--- src/rtl/los_pkg.sv ---
// ----------------------------------------------------------------------------
// los_pkg
// Shared widths and types for the line-of-sight obstruction block.
// ----------------------------------------------------------------------------
package los_pkg;

  localparam int COORD_W = 16;             // Q11.4 coordinate
  localparam int DIFF_W  = COORD_W + 1;    // coordinate difference
  localparam int MUL_W   = DIFF_W + 1;     // shared multiplier operand
  localparam int PROD_W  = 2 * MUL_W;      // shared multiplier product
  localparam int NUM_W   = 36;             // signed cross-product terms
  localparam int MAG_W   = 33;             // magnitude of den and tnum
  localparam int DIVD_W  = MAG_W + DIFF_W; // dividend tnum * |delta|
  localparam int QUO_W   = 16;             // quotient magnitude
  localparam int DIST_W  = 35;             // squared distance
  localparam int THR_W   = 16;             // threshold register

  localparam logic [THR_W-1:0] THR_RESET = 16'd2;

  typedef struct packed {
    logic             done;
    logic [QUO_W-1:0] quot;
    logic             rem_nz;
  } div_res_t;

endpackage

--- src/rtl/los_div.sv ---
// ----------------------------------------------------------------------------
// los_div
// Restoring radix-2 divider, one quotient bit per cycle, remainder flag.
// ----------------------------------------------------------------------------
module los_div (
  input  logic                         clk,
  input  logic                         rst_n,
  input  logic                         start,
  input  logic [los_pkg::DIVD_W-1:0]   dividend,
  input  logic [los_pkg::MAG_W-1:0]    divisor,
  output los_pkg::div_res_t            res
);

  logic                        busy_r;
  logic                        done_r;
  logic [3:0]                  cnt_r;
  logic [los_pkg::DIVD_W-1:0]  rem_r;
  logic [los_pkg::DIVD_W-1:0]  dsh_r;
  logic [los_pkg::QUO_W-1:0]   quo_r;

  always_ff @(posedge clk) begin
    if (!rst_n) begin
      busy_r <= 1'b0;
      done_r <= 1'b0;
      cnt_r  <= '0;
    end else begin
      done_r <= 1'b0;
      if (start) begin
        busy_r <= 1'b1;
        cnt_r  <= 4'(los_pkg::QUO_W - 1);
      end else if (busy_r) begin
        cnt_r <= cnt_r - 4'd1;
        if (cnt_r == 4'd0) begin
          busy_r <= 1'b0;
          done_r <= 1'b1;
        end
      end
    end
  end

  always_ff @(posedge clk) begin
    if (start) begin
      rem_r <= dividend;
      dsh_r <= {2'b00, divisor, 15'b0};
    end else if (busy_r) begin
      // subtract the shifted divisor where it fits
      if (rem_r >= dsh_r) begin
        rem_r <= rem_r - dsh_r;
        quo_r <= {quo_r[los_pkg::QUO_W-2:0], 1'b1};
      end else begin
        quo_r <= {quo_r[los_pkg::QUO_W-2:0], 1'b0};
      end
      dsh_r <= dsh_r >> 1;
    end
  end

  assign res.done   = done_r;
  assign res.quot   = quo_r;
  assign res.rem_nz = (rem_r != '0);

endmodule

--- src/rtl/line_of_sight_obstruction.sv ---
// ----------------------------------------------------------------------------
// line_of_sight_obstruction
// Segment intersection against a latched viewer-target query, nearest hit.
// ----------------------------------------------------------------------------
// Sequence: a segment that misses runs the cross products and the check and is
// ready again; a hit adds two divisions on the shared divider plus 18x18
// multiplier steps; a last item adds the target distance before the result.
// Throughput: one item at a time, in_tready only when the sequencer is idle.
// Reset (rst_n, synchronous): sequencer idle, no run open, no result
// pending, threshold back to 2.
module line_of_sight_obstruction (
  input  logic         clk,
  input  logic         rst_n,
  input  logic         cfg_wr_en,
  input  logic [15:0]  cfg_wr_data,   // min_hit_dist_sq
  input  logic         in_tvalid,
  output logic         in_tready,
  // view_x, view_y, target_x, target_y, seg_a_x, seg_a_y, seg_b_x, seg_b_y
  input  logic [127:0] in_tdata,
  input  logic         in_tlast,      // is_last
  output logic         out_tvalid,
  input  logic         out_tready,
  output logic [31:0]  out_tdata,     // hit_x, hit_y
  output logic [1:0]   out_tuser      // hit_found, blocked
);

  localparam logic [3:0] ST_IDLE  = 4'd0;
  localparam logic [3:0] ST_CROSS = 4'd1;
  localparam logic [3:0] ST_CHECK = 4'd2;
  localparam logic [3:0] ST_SCALE = 4'd3;
  localparam logic [3:0] ST_DIVS  = 4'd4;
  localparam logic [3:0] ST_DIVW  = 4'd5;
  localparam logic [3:0] ST_SQR   = 4'd6;
  localparam logic [3:0] ST_UPD   = 4'd7;
  localparam logic [3:0] ST_TGT   = 4'd8;
  localparam logic [3:0] ST_EMIT  = 4'd9;

  localparam int CW = los_pkg::COORD_W;
  localparam int DW = los_pkg::DIFF_W;

  logic [3:0]                   state_r;
  logic [2:0]                   cnt_r;
  logic                         axis_r;
  logic                         in_run_r;
  logic                         last_r;
  logic [los_pkg::THR_W-1:0]    thr_r;
  logic signed [CW-1:0]         vx_r, vy_r, tx_r, ty_r;
  logic signed [CW-1:0]         ax_r, ay_r, bx_r, by_r;
  logic [los_pkg::DIST_W-1:0]   best_r;
  logic signed [CW-1:0]         bpx_r, bpy_r;
  logic                         have_r;
  logic signed [los_pkg::NUM_W-1:0] acc_r, den_r, tnum_r, unum_r;
  logic [los_pkg::DIVD_W-1:0]   prod_r;
  logic signed [DW-1:0]         qx_r, qy_r;
  logic                         out_valid_r;
  logic [31:0]                  out_data_r;
  logic [1:0]                   out_user_r;

  logic signed [DW-1:0] d12x, d12y, d34x, d34y, d13x, d13y, delta;
  logic [DW-1:0]        mag;
  logic                 dneg;
  logic signed [los_pkg::MUL_W-1:0]  mul_a, mul_b;
  logic signed [los_pkg::PROD_W-1:0] prod;
  logic                 den_neg, hit;
  logic signed [los_pkg::NUM_W-1:0]  dabs, tfix, ufix;
  logic signed [DW-1:0] qfix;
  logic [los_pkg::DIST_W-1:0] hit_dsq;
  logic                 div_start;
  los_pkg::div_res_t    div_res;

  assign d12x = DW'(vx_r) - DW'(tx_r);
  assign d12y = DW'(vy_r) - DW'(ty_r);
  assign d34x = DW'(ax_r) - DW'(bx_r);
  assign d34y = DW'(ay_r) - DW'(by_r);
  assign d13x = DW'(vx_r) - DW'(ax_r);
  assign d13y = DW'(vy_r) - DW'(ay_r);

  assign delta = axis_r ? -d12y : -d12x;
  assign dneg  = delta[DW-1];
  assign mag   = dneg ? DW'(-delta) : DW'(delta);

  // operand select for the shared multiplier
  always_comb begin
    mul_a = '0;
    mul_b = '0;
    unique case (state_r)
      ST_CROSS: begin
        unique case (cnt_r)
          3'd0:    begin mul_a = 18'(d13x); mul_b = 18'(d34y); end
          3'd1:    begin mul_a = 18'(d13y); mul_b = 18'(d34x); end
          3'd2:    begin mul_a = 18'(d12x); mul_b = 18'(d34y); end
          3'd3:    begin mul_a = 18'(d12y); mul_b = 18'(d34x); end
          3'd4:    begin mul_a = 18'(d13x); mul_b = 18'(d12y); end
          default: begin mul_a = 18'(d13y); mul_b = 18'(d12x); end
        endcase
      end
      ST_SCALE: begin
        mul_b = {1'b0, mag};
        if (cnt_r == 3'd0) begin
          mul_a = {1'b0, tnum_r[16:0]};
        end else begin
          mul_a = {2'b00, tnum_r[32:17]};
        end
      end
      ST_SQR: begin
        mul_a = (cnt_r == 3'd0) ? 18'(qx_r) : 18'(qy_r);
        mul_b = mul_a;
      end
      ST_TGT: begin
        mul_a = (cnt_r == 3'd0) ? 18'(d12x) : 18'(d12y);
        mul_b = mul_a;
      end
      default: begin
        mul_a = '0;
        mul_b = '0;
      end
    endcase
  end

  assign prod = mul_a * mul_b;

  assign den_neg = den_r[los_pkg::NUM_W-1];
  assign dabs    = den_neg ? -den_r  : den_r;
  assign tfix    = den_neg ? -tnum_r : tnum_r;
  assign ufix    = den_neg ? -unum_r : unum_r;
  assign hit     = (dabs != '0) && !tfix[los_pkg::NUM_W-1] && (tfix <= dabs)
                   && !ufix[los_pkg::NUM_W-1] && (ufix <= dabs);

  // floor division: round down when the quotient is negative and inexact
  assign qfix = dneg ? (-DW'({1'b0, div_res.quot}) - DW'(div_res.rem_nz))
                     : DW'({1'b0, div_res.quot});

  assign hit_dsq   = acc_r[los_pkg::DIST_W-1:0];
  assign div_start = (state_r == ST_DIVS);

  los_div u_div (
    .clk      (clk),
    .rst_n    (rst_n),
    .start    (div_start),
    .dividend (prod_r),
    .divisor  (den_r[los_pkg::MAG_W-1:0]),
    .res      (div_res)
  );

  assign in_tready = (state_r == ST_IDLE);

  always_ff @(posedge clk) begin
    if (!rst_n) begin
      state_r     <= ST_IDLE;
      cnt_r       <= '0;
      axis_r      <= 1'b0;
      in_run_r    <= 1'b0;
      thr_r       <= los_pkg::THR_RESET;
      best_r      <= '1;
      bpx_r       <= '0;
      bpy_r       <= '0;
      have_r      <= 1'b0;
      out_valid_r <= 1'b0;
    end else begin
      if (cfg_wr_en) begin
        thr_r <= cfg_wr_data;
      end
      if (out_valid_r && out_tready && (state_r != ST_EMIT)) begin
        out_valid_r <= 1'b0;
      end
      unique case (state_r)
        ST_IDLE: begin
          if (in_tvalid) begin
            if (!in_run_r) begin
              vx_r     <= in_tdata[15:0];
              vy_r     <= in_tdata[31:16];
              tx_r     <= in_tdata[47:32];
              ty_r     <= in_tdata[63:48];
              best_r   <= '1;
              bpx_r    <= '0;
              bpy_r    <= '0;
              have_r   <= 1'b0;
              in_run_r <= 1'b1;
            end
            ax_r    <= in_tdata[79:64];
            ay_r    <= in_tdata[95:80];
            bx_r    <= in_tdata[111:96];
            by_r    <= in_tdata[127:112];
            last_r  <= in_tlast;
            cnt_r   <= '0;
            state_r <= ST_CROSS;
          end
        end
        ST_CROSS: begin
          cnt_r <= cnt_r + 3'd1;
          if (!cnt_r[0]) begin
            acc_r <= los_pkg::NUM_W'(prod);
          end else begin
            unique case (cnt_r)
              3'd1:    tnum_r <= acc_r - los_pkg::NUM_W'(prod);
              3'd3:    den_r  <= acc_r - los_pkg::NUM_W'(prod);
              default: unum_r <= acc_r - los_pkg::NUM_W'(prod);
            endcase
            if (cnt_r == 3'd5) begin
              state_r <= ST_CHECK;
            end
          end
        end
        ST_CHECK: begin
          den_r  <= dabs;
          tnum_r <= tfix;
          axis_r <= 1'b0;
          cnt_r  <= '0;
          if (hit) begin
            state_r <= ST_SCALE;
          end else begin
            state_r <= last_r ? ST_TGT : ST_IDLE;
          end
        end
        ST_SCALE: begin
          if (cnt_r == 3'd0) begin
            prod_r <= los_pkg::DIVD_W'(prod[33:0]);
            cnt_r  <= 3'd1;
          end else begin
            prod_r  <= prod_r + {prod[32:0], 17'b0};
            state_r <= ST_DIVS;
          end
        end
        ST_DIVS: begin
          state_r <= ST_DIVW;
        end
        ST_DIVW: begin
          if (div_res.done) begin
            cnt_r <= '0;
            if (!axis_r) begin
              qx_r    <= qfix;
              axis_r  <= 1'b1;
              state_r <= ST_SCALE;
            end else begin
              qy_r    <= qfix;
              state_r <= ST_SQR;
            end
          end
        end
        ST_SQR: begin
          if (cnt_r == 3'd0) begin
            acc_r <= los_pkg::NUM_W'(prod);
            cnt_r <= 3'd1;
          end else begin
            acc_r   <= acc_r + los_pkg::NUM_W'(prod);
            state_r <= ST_UPD;
          end
        end
        ST_UPD: begin
          // keep the earlier hit on a tie
          if ((hit_dsq > los_pkg::DIST_W'(thr_r)) && (hit_dsq < best_r)) begin
            best_r <= hit_dsq;
            bpx_r  <= vx_r + qx_r[CW-1:0];
            bpy_r  <= vy_r + qy_r[CW-1:0];
            have_r <= 1'b1;
          end
          cnt_r   <= '0;
          state_r <= last_r ? ST_TGT : ST_IDLE;
        end
        ST_TGT: begin
          if (cnt_r == 3'd0) begin
            acc_r <= los_pkg::NUM_W'(prod);
            cnt_r <= 3'd1;
          end else begin
            acc_r   <= acc_r + los_pkg::NUM_W'(prod);
            state_r <= ST_EMIT;
          end
        end
        ST_EMIT: begin
          // hold until the previous result has been taken
          if (!out_valid_r || out_tready) begin
            out_valid_r <= 1'b1;
            out_data_r  <= {bpy_r, bpx_r};
            out_user_r  <= {have_r && (best_r < hit_dsq), have_r};
            in_run_r    <= 1'b0;
            best_r      <= '1;
            bpx_r       <= '0;
            bpy_r       <= '0;
            have_r      <= 1'b0;
            state_r     <= ST_IDLE;
          end
        end
        default: begin
          state_r <= ST_IDLE;
        end
      endcase
    end
  end

  assign out_tvalid = out_valid_r;
  assign out_tdata  = out_data_r;
  assign out_tuser  = out_user_r;

endmodule
--- config.mk ---
export PLATFORM = sky130hd
export DESIGN_NAME = line_of_sight_obstruction
export DESIGN_NICKNAME = d
export VERILOG_FILES = /design/src/rtl/los_pkg.sv /design/src/rtl/los_div.sv /design/src/rtl/line_of_sight_obstruction.sv
export SDC_FILE = /design/constraint.sdc
export NUM_CORES = 2
export LEC_CHECK = 0
export ABC_AREA = 0
export BUFFER_PORTS_ARGS = -buffer_cell sky130_fd_sc_hd__buf_2
export CAP_MARGIN = 20
export CORE_ASPECT_RATIO = 0.5
export CORE_MARGIN = 5
export CORE_UTILIZATION = 60
export DETAILED_ROUTE_END_ITERATION = 12
export HOLD_SLACK_MARGIN = 0.02
export PLACE_DENSITY = 0.77
export REMOVE_ABC_BUFFERS = 1
export SLEW_MARGIN = 20
export SYNTH_ARGS = -nofsm -noshare
export SYNTH_HDL_FRONTEND = slang
export SYNTH_SLANG_ARGS = --single-unit
--- constraint.sdc ---
create_clock -name clk -period 12.7 [get_ports clk]
set_clock_uncertainty 0.1 [all_clocks]
set_input_delay 1.27 -clock clk [delete_from_list [all_inputs] [get_ports clk]]
set_output_delay 1.27 -clock clk [all_outputs]
set_load 0.01 [all_outputs]
Word-level counts from Yosys, hierarchy flattened
Cells that the tools add are included.
Word-level totals
  bits of input ports: 150
  bits in registers: 605
  output and inout port bits: 36
  word-level logic and storage cells: 224
Cells by class
  add/subtract/negate cells: 22
  bitwise operators: 6
  order comparisons: 6
  reductions and logical operators: 49
  multiply operators: 1
  muxes and demuxes: 75
  equal/unequal tests: 29
Operators by type and width (count)
  two-way mux 36 bit: 9
  case mux 36 bit (2 select lines): 3
  two-way mux 50 bit: 3
  case mux 18 bit (4 select lines): 2
  two-way mux 35 bit: 4
  negation 36 bit: 3
  case mux 18 bit (3 select lines): 2
  case mux 35 bit (3 select lines): 1
  subtractor 16 x 16 -> 17 bit: 6
  two-way mux 48 bit: 2
  case mux 16 bit (3 select lines): 2
  two-way mux 16 bit: 5
  <= comparator 36 bit: 2
  < comparator 35 bit: 2
  two-way mux 17 bit: 4
  negation 17 bit: 3
  adder 50 bit: 1
  greater-or-equal comparator 50 x 48 -> 1 bit: 1
  nonzero test 50 bit: 1
  subtractor 50 x 48 -> 50 bit: 1
  two-way mux 4 bit: 12
  case mux 4 bit (10 select lines): 1
  adder 36 bit: 1
  multiplier 18 x 18 -> 36 bit: 1
  other kinds (41): 116

Logic depth before layout (Yosys ltp)
  depth after elaboration: 11
  gate-level depth with buffers: 51
  gate-level depth less buffers: 47

Cells and area by module
A second synthesis with hierarchy kept.
Second synthesis, totals
  cell total of the unflattened synthesis: 6394
  area, all modules: 57537.7 um2
Modules (own cells, without submodules)
  line_of_sight_obstruction: area each 49485.0 um2, times used 1, seq. area each 13623.1 um2, cells an instance 5516
  los_div: area each 8052.7 um2, times used 1, seq. area each 3393.3 um2, cells an instance 878

Worst setup path before layout
Ideal clock, no wire load.
  path kind: register to register
  start: register vy_r[1]
  end: register den_r[34] (netlist name) (data pin)
  setup slack: 0.987 ns
  path buffers: 3
  library setup time: 0.269 ns
  arrival time: 11.344 ns
  required time: 12.331 ns
  stages on the path, launching flop included: 46
  period minus slack after synthesis: 11.713 ns
  cell sequence: edfxtp_1 inv_1 fa_1 nand2b_1 a21boi_1 nor3_1 o21ai_1 nand4_1 nor4_1 nand4_1 and3_4 buf_6 or4_1 o311ai_2 buf_2 nand2_1 fa_1 inv_1 (+10 left out) and3_1 a211oi_1 and2_1 o21ai_0 a21boi_0 xnor2_1 inv_1 ha_1 clkbuf_1 or4_1 nand2b_1 o22a_1 o21ai_0 a221o_1 a21boi_0 o2111ai_1 mux2i_1 a31oi_1
On the way
  cells in the longest elaborated chain, start to end: 11
  elaborated cells between the ends (all ways): 16
  those cells by class: add/sub (5); mul (1); mux (10)
Ends and longest elaborated chain
  start: declaration: line line_of_sight_obstruction.sv:47  | logic signed [CW-1:0] vx_r, vy_r, tx_r, ty_r;
  start signal: assignment: line line_of_sight_obstruction.sv:171  | vy_r <= in_tdata[31:16];
  subtractor 16 x 16 -> 17 bit: line line_of_sight_obstruction.sv:72  | assign d12y = DW'(vy_r) - DW'(ty_r);
  negation 17 bit: line line_of_sight_obstruction.sv:78  | assign delta = axis_r ? -d12y : -d12x;
  two-way mux 17 bit: line line_of_sight_obstruction.sv:78
  negation 17 bit: line line_of_sight_obstruction.sv:80  | assign mag = dneg ? DW'(-delta) : DW'(delta);
  two-way mux 17 bit: line line_of_sight_obstruction.sv:80
  case mux 18 bit (4 select lines): line line_of_sight_obstruction.sv:86  | unique case (state_r)
  multiplier 18 x 18 -> 36 bit *: line line_of_sight_obstruction.sv:120  | assign prod = mul_a * mul_b;
  subtractor 36 bit *: line line_of_sight_obstruction.sv:196  | 3'd3: den_r <= acc_r - los_pkg::NUM_W'(prod);
  two-way mux 36 bit *: line line_of_sight_obstruction.sv:194  | unique case (cnt_r)
  two-way mux 36 bit *: line line_of_sight_obstruction.sv:191  | if (!cnt_r[0]) begin
  case mux 36 bit (2 select lines) *: line line_of_sight_obstruction.sv:166  | unique case (state_r)
  end signal: assignment: line line_of_sight_obstruction.sv:196
  end signal: assignment: line line_of_sight_obstruction.sv:205  | den_r <= dabs;
  end: declaration: line line_of_sight_obstruction.sv:52  | logic signed [los_pkg::NUM_W-1:0] acc_r, den_r, tnum_r, unum_r;
Every way passes the cells marked *; elsewhere a longest branch is shown, timed or not. The select of a mux whose other input is x is not followed.
A chain may end at the register's enable or synchronous reset.

Final worst setup path
  start: register ax_r[0]
  end: register acc_r[35] (netlist name) (data pin)
On the way
  cells in the longest elaborated chain, start to end: 7
  elaborated cells between the ends (all ways): 11
  those cells by class: add/sub (3); mul (1); mux (7)
Ends and longest elaborated chain
  start: declaration: line line_of_sight_obstruction.sv:48  | logic signed [CW-1:0] ax_r, ay_r, bx_r, by_r;
  start signal: assignment: line line_of_sight_obstruction.sv:180  | ax_r <= in_tdata[79:64];
  subtractor 16 x 16 -> 17 bit (on tied branches): line line_of_sight_obstruction.sv:75, line_of_sight_obstruction.sv:73
  case mux 18 bit (3 select lines): line line_of_sight_obstruction.sv:88  | unique case (cnt_r)
  case mux 18 bit (4 select lines): line line_of_sight_obstruction.sv:86
  multiplier 18 x 18 -> 36 bit *: line line_of_sight_obstruction.sv:120
  adder 36 bit: line line_of_sight_obstruction.sv:245, line_of_sight_obstruction.sv:265
  two-way mux 36 bit: line line_of_sight_obstruction.sv:241, line_of_sight_obstruction.sv:261
  case mux 36 bit (2 select lines) *: line line_of_sight_obstruction.sv:166
  end signal: assignment: line line_of_sight_obstruction.sv:242  | acc_r <= los_pkg::NUM_W'(prod);
  end signal: assignment: line line_of_sight_obstruction.sv:245  | acc_r <= acc_r + los_pkg::NUM_W'(prod);
  end signal: assignment: line line_of_sight_obstruction.sv:265  | acc_r <= acc_r + los_pkg::NUM_W'(prod);
  end: declaration: line line_of_sight_obstruction.sv:52
Marks and branches as above.

==> results.toml <==
[detailed_routing]
vias_per_cell = 6.32
wl_met2_um = 87400
drt-met1-wl_um = 80200
drc = 0
drt-pass1-iter-count = 8
top_layer = "met5"
vias = 51400
drtIter0Drc = 6118
wl_um = 202000
wl_per_cell_um = 24.8
drtAntennaViolNets = 0
dr_wl_met3_um = 21800

[floorplan]
start_util_pct = 60.4
die_x_um = 448
die-area_um2 = 103000
ios = 186
core_um2 = 95200
die_y_um = 229
rows = 80

[critical_path]
cp.buffers_inverters = 8
path_class = "reg -> reg"
cp_max_fo = 4
cpMostUsedCell = "fa_1"
worstPathRequired_ns = 13.05
end_kind = "register"
cp_slowest_cell = "a31oi_1"
cp_top_family = "compound AO/OA/AOI/OAI gates"
rrSetupSlack_ns = 0.46
max_stage_delay_ns = 0.65
arrival_ns = 12.59
start_kind = "register"

[synthesis]
synth_edf_count = 490
synth-main-ff-cell = "edfxtp_1"
syn_area_um2 = 57500
synth_area_leaders = "edfxtp_1 (26%), fa_1 (12%), ha_1 (11%), inv_1 (5.0%), nand2_1 (4.2%)"
synthCells = 6357
synth_cell_types = 106
yosys_warnings = 0
synth_top_cell_area_share_pct = 25.6
synth_top_area_cell = "edfxtp_1"
seq_area_frac_synth_pct = 29.6
ys_ff_latch = 605
syn_avg_cell_area_um2 = 9.05
synthArstFlopShare_pct = 0

[run_status]
status = "finished clean"

[timing]
period_share_pct = 96.4
fmax_mhz = 81.7
min_period_ns = 12.24
tightest_slew_ns = 1.19
final-setup-viol-count = 0
hold_viol = 0
slew_headroom_pct = 20.7
drv_slew = 0
finalSetupTns_ns = 0

[cells_and_area]
synthToLayoutAreaGrowth_pct = 12.8
finalNetCount = 7832
drive_gt1_share_pct = 12.9
nFillCells = 7555
multi_input_area_um2 = 37200
register_area_um2 = 17000

[global_route]
antenna_found_initial = 9
grt_overflow = 0
grt_pass1_vias = 50900
track_usage_pct = 38.6
grt_pass1_wl_um = 304000
grt_max_degree = 90

[placement]
io_buffer_count = 185
gp_congestion = 1.05
hpwl_um = 164000

[worst_hold_path]
hold_class = "reg -> reg"

[cts]
cts_max_level = 2
tritoncts = "built"
cts_sinks = 605
clkSlewWorstSetupHoldPaths_ns = 0.07
holdBufCountCts = 0
clockBufferDepth = 3
cts-root-buf = "clkbuf_16"
numCtsBuffers = 57
clk_latency_ns = 0.70

[run]
max_cap_violations = 0
-- layout by cell type (no fill, tap or decap), drive strengths merged, types with 64 or more instances in the layout --
master,count
inv,764
buf,651
nand2,645
ha,519
edfxtp,490
nor2,454
a21oi,408
fa,342
o21ai,322
xnor2,252
nand3,154
a21o,150
xor2,133
mux2i,123
dfxtp,115
nor3,110
and2,79
nand2b,75
clkbuf,69
nor2b,65
nand4,64
-- worst register-to-register path, delay by kind of cell, from the launching register on --
| family | cells | cell delay (ns) |
|---|---|---|
| AO/OA/AOI/OAI | 16 | 4.74 |
| flip-flops | 1 | 0.54 |
| buffers and inverters | 8 | 0.90 |
| XOR/XNOR | 2 | 0.26 |
| adder cells (fa/ha/maj) | 10 | 4.42 |
| AND/OR/NAND/NOR | 5 | 1.10 |
-- cell usage after synthesis (65+ instances only) --
| library cell | number |
|---|---|
| xnor2_1 | 252 |
| a21oi_1 | 407 |
| a21o_1 | 150 |
| nand2_1 | 645 |
| edfxtp_1 | 490 |
| xor2_1 | 133 |
| nand2b_1 | 75 |
| o21ai_0 | 306 |
| mux2i_1 | 123 |
| nor3_1 | 109 |
| nor2_1 | 452 |
| fa_1 | 342 |
| and2_1 | 78 |
| clkbuf_1 | 200 |
| inv_1 | 759 |
| nor2b_1 | 65 |
| nand3_1 | 153 |
| ha_1 | 519 |
| dfxtp_1 | 115 |
-- path summary, 6_finish.rpt --
path,startpoint,to,depth (start not counted)
hold reg to reg,bpy_r[4],out_tdata[20],0
setup reg to reg,ax_r[0],acc_r[35],41
setup / recovery,ax_r[0],acc_r[35],41
hold / removal,bpy_r[4],out_tdata[20],0
-- area by class of cell --
type,count,share of cell area [%]
well taps,1271,2.45
repair buffers,651,6.89
inverters,762,4.41
multi-input cells,4744,57.3
flip-flops and latches,605,26.2
clock buffers,69,2.28
diodes,5,0.0193
clock inverters,38,0.468
-- sequential cells by signal, summed over array words and instances, names as in the netlist, 17 cells and up --
| register | count |
|---|---|
| out_tdata | 32 |
| u_div.rem_r | 50 |
| best_r | 35 |
| unum_r | 36 |
| den_r | 36 |
| qy_r | 17 |
| u_div.dsh_r | 48 |
| prod_r | 50 |
| tnum_r | 36 |
| acc_r | 36 |
| qx_r | 17 |
-- cells by family after synthesis --
logic type                 share of synthesized area (%)
DFF                                                 29.6
adders and majority gates                           23.2
and+or+nand+nor                                     15.5
muxes                                               2.26
xor gates and xnor gates                            5.90
AOI/OAI and AO/OA                                   16.9
buffers and inverters                               6.67
-- stage by stage --
stage / setup WS [ns] / instances / hold WS, ns / cell area (um2) / utilization, %
2_1_floorplan: -1.46 / 6110 / 0.308 / 56600 / -
3_3_place_gp: 0.0560 / 8007 / 0.317 / 62600 / 65.7
3_5_place_dp: -0.359 / 8007 / 0.315 / 62600 / 65.7
4_1_cts: 0.0237 / 8114 / 0.330 / 64400 / 67.6
5_1_grt: -0.106 / 8140 / 0.346 / 64900 / 68.2
6_report: 0.459 / 8145 / 0.333 / 64900 / 68.2
-- metal layers --
| metal | vias to the layer above | global-route usage, % |
|---|---|---|
| met2 | 2803 | 59.2 |
| met1 | 24900 | 51.1 |
| met4 | 12 | 19.7 |
| met5 | - | 0 |
| li1 | 23200 | - |
| met3 | 565 | 9.50 |
-- timing repair --
action / in CTS / in global routing
pin swaps: 0 / 14
endpoints found under the setup margin: 29 / 49
gates resized for setup: 2 / 61
buffers inserted: 0 / 25
gates cloned: 0 / 1
Power is left out: the tool's default activity adds up to more than one toggle a clock period on the data nets, which glitch-free logic cannot reach.
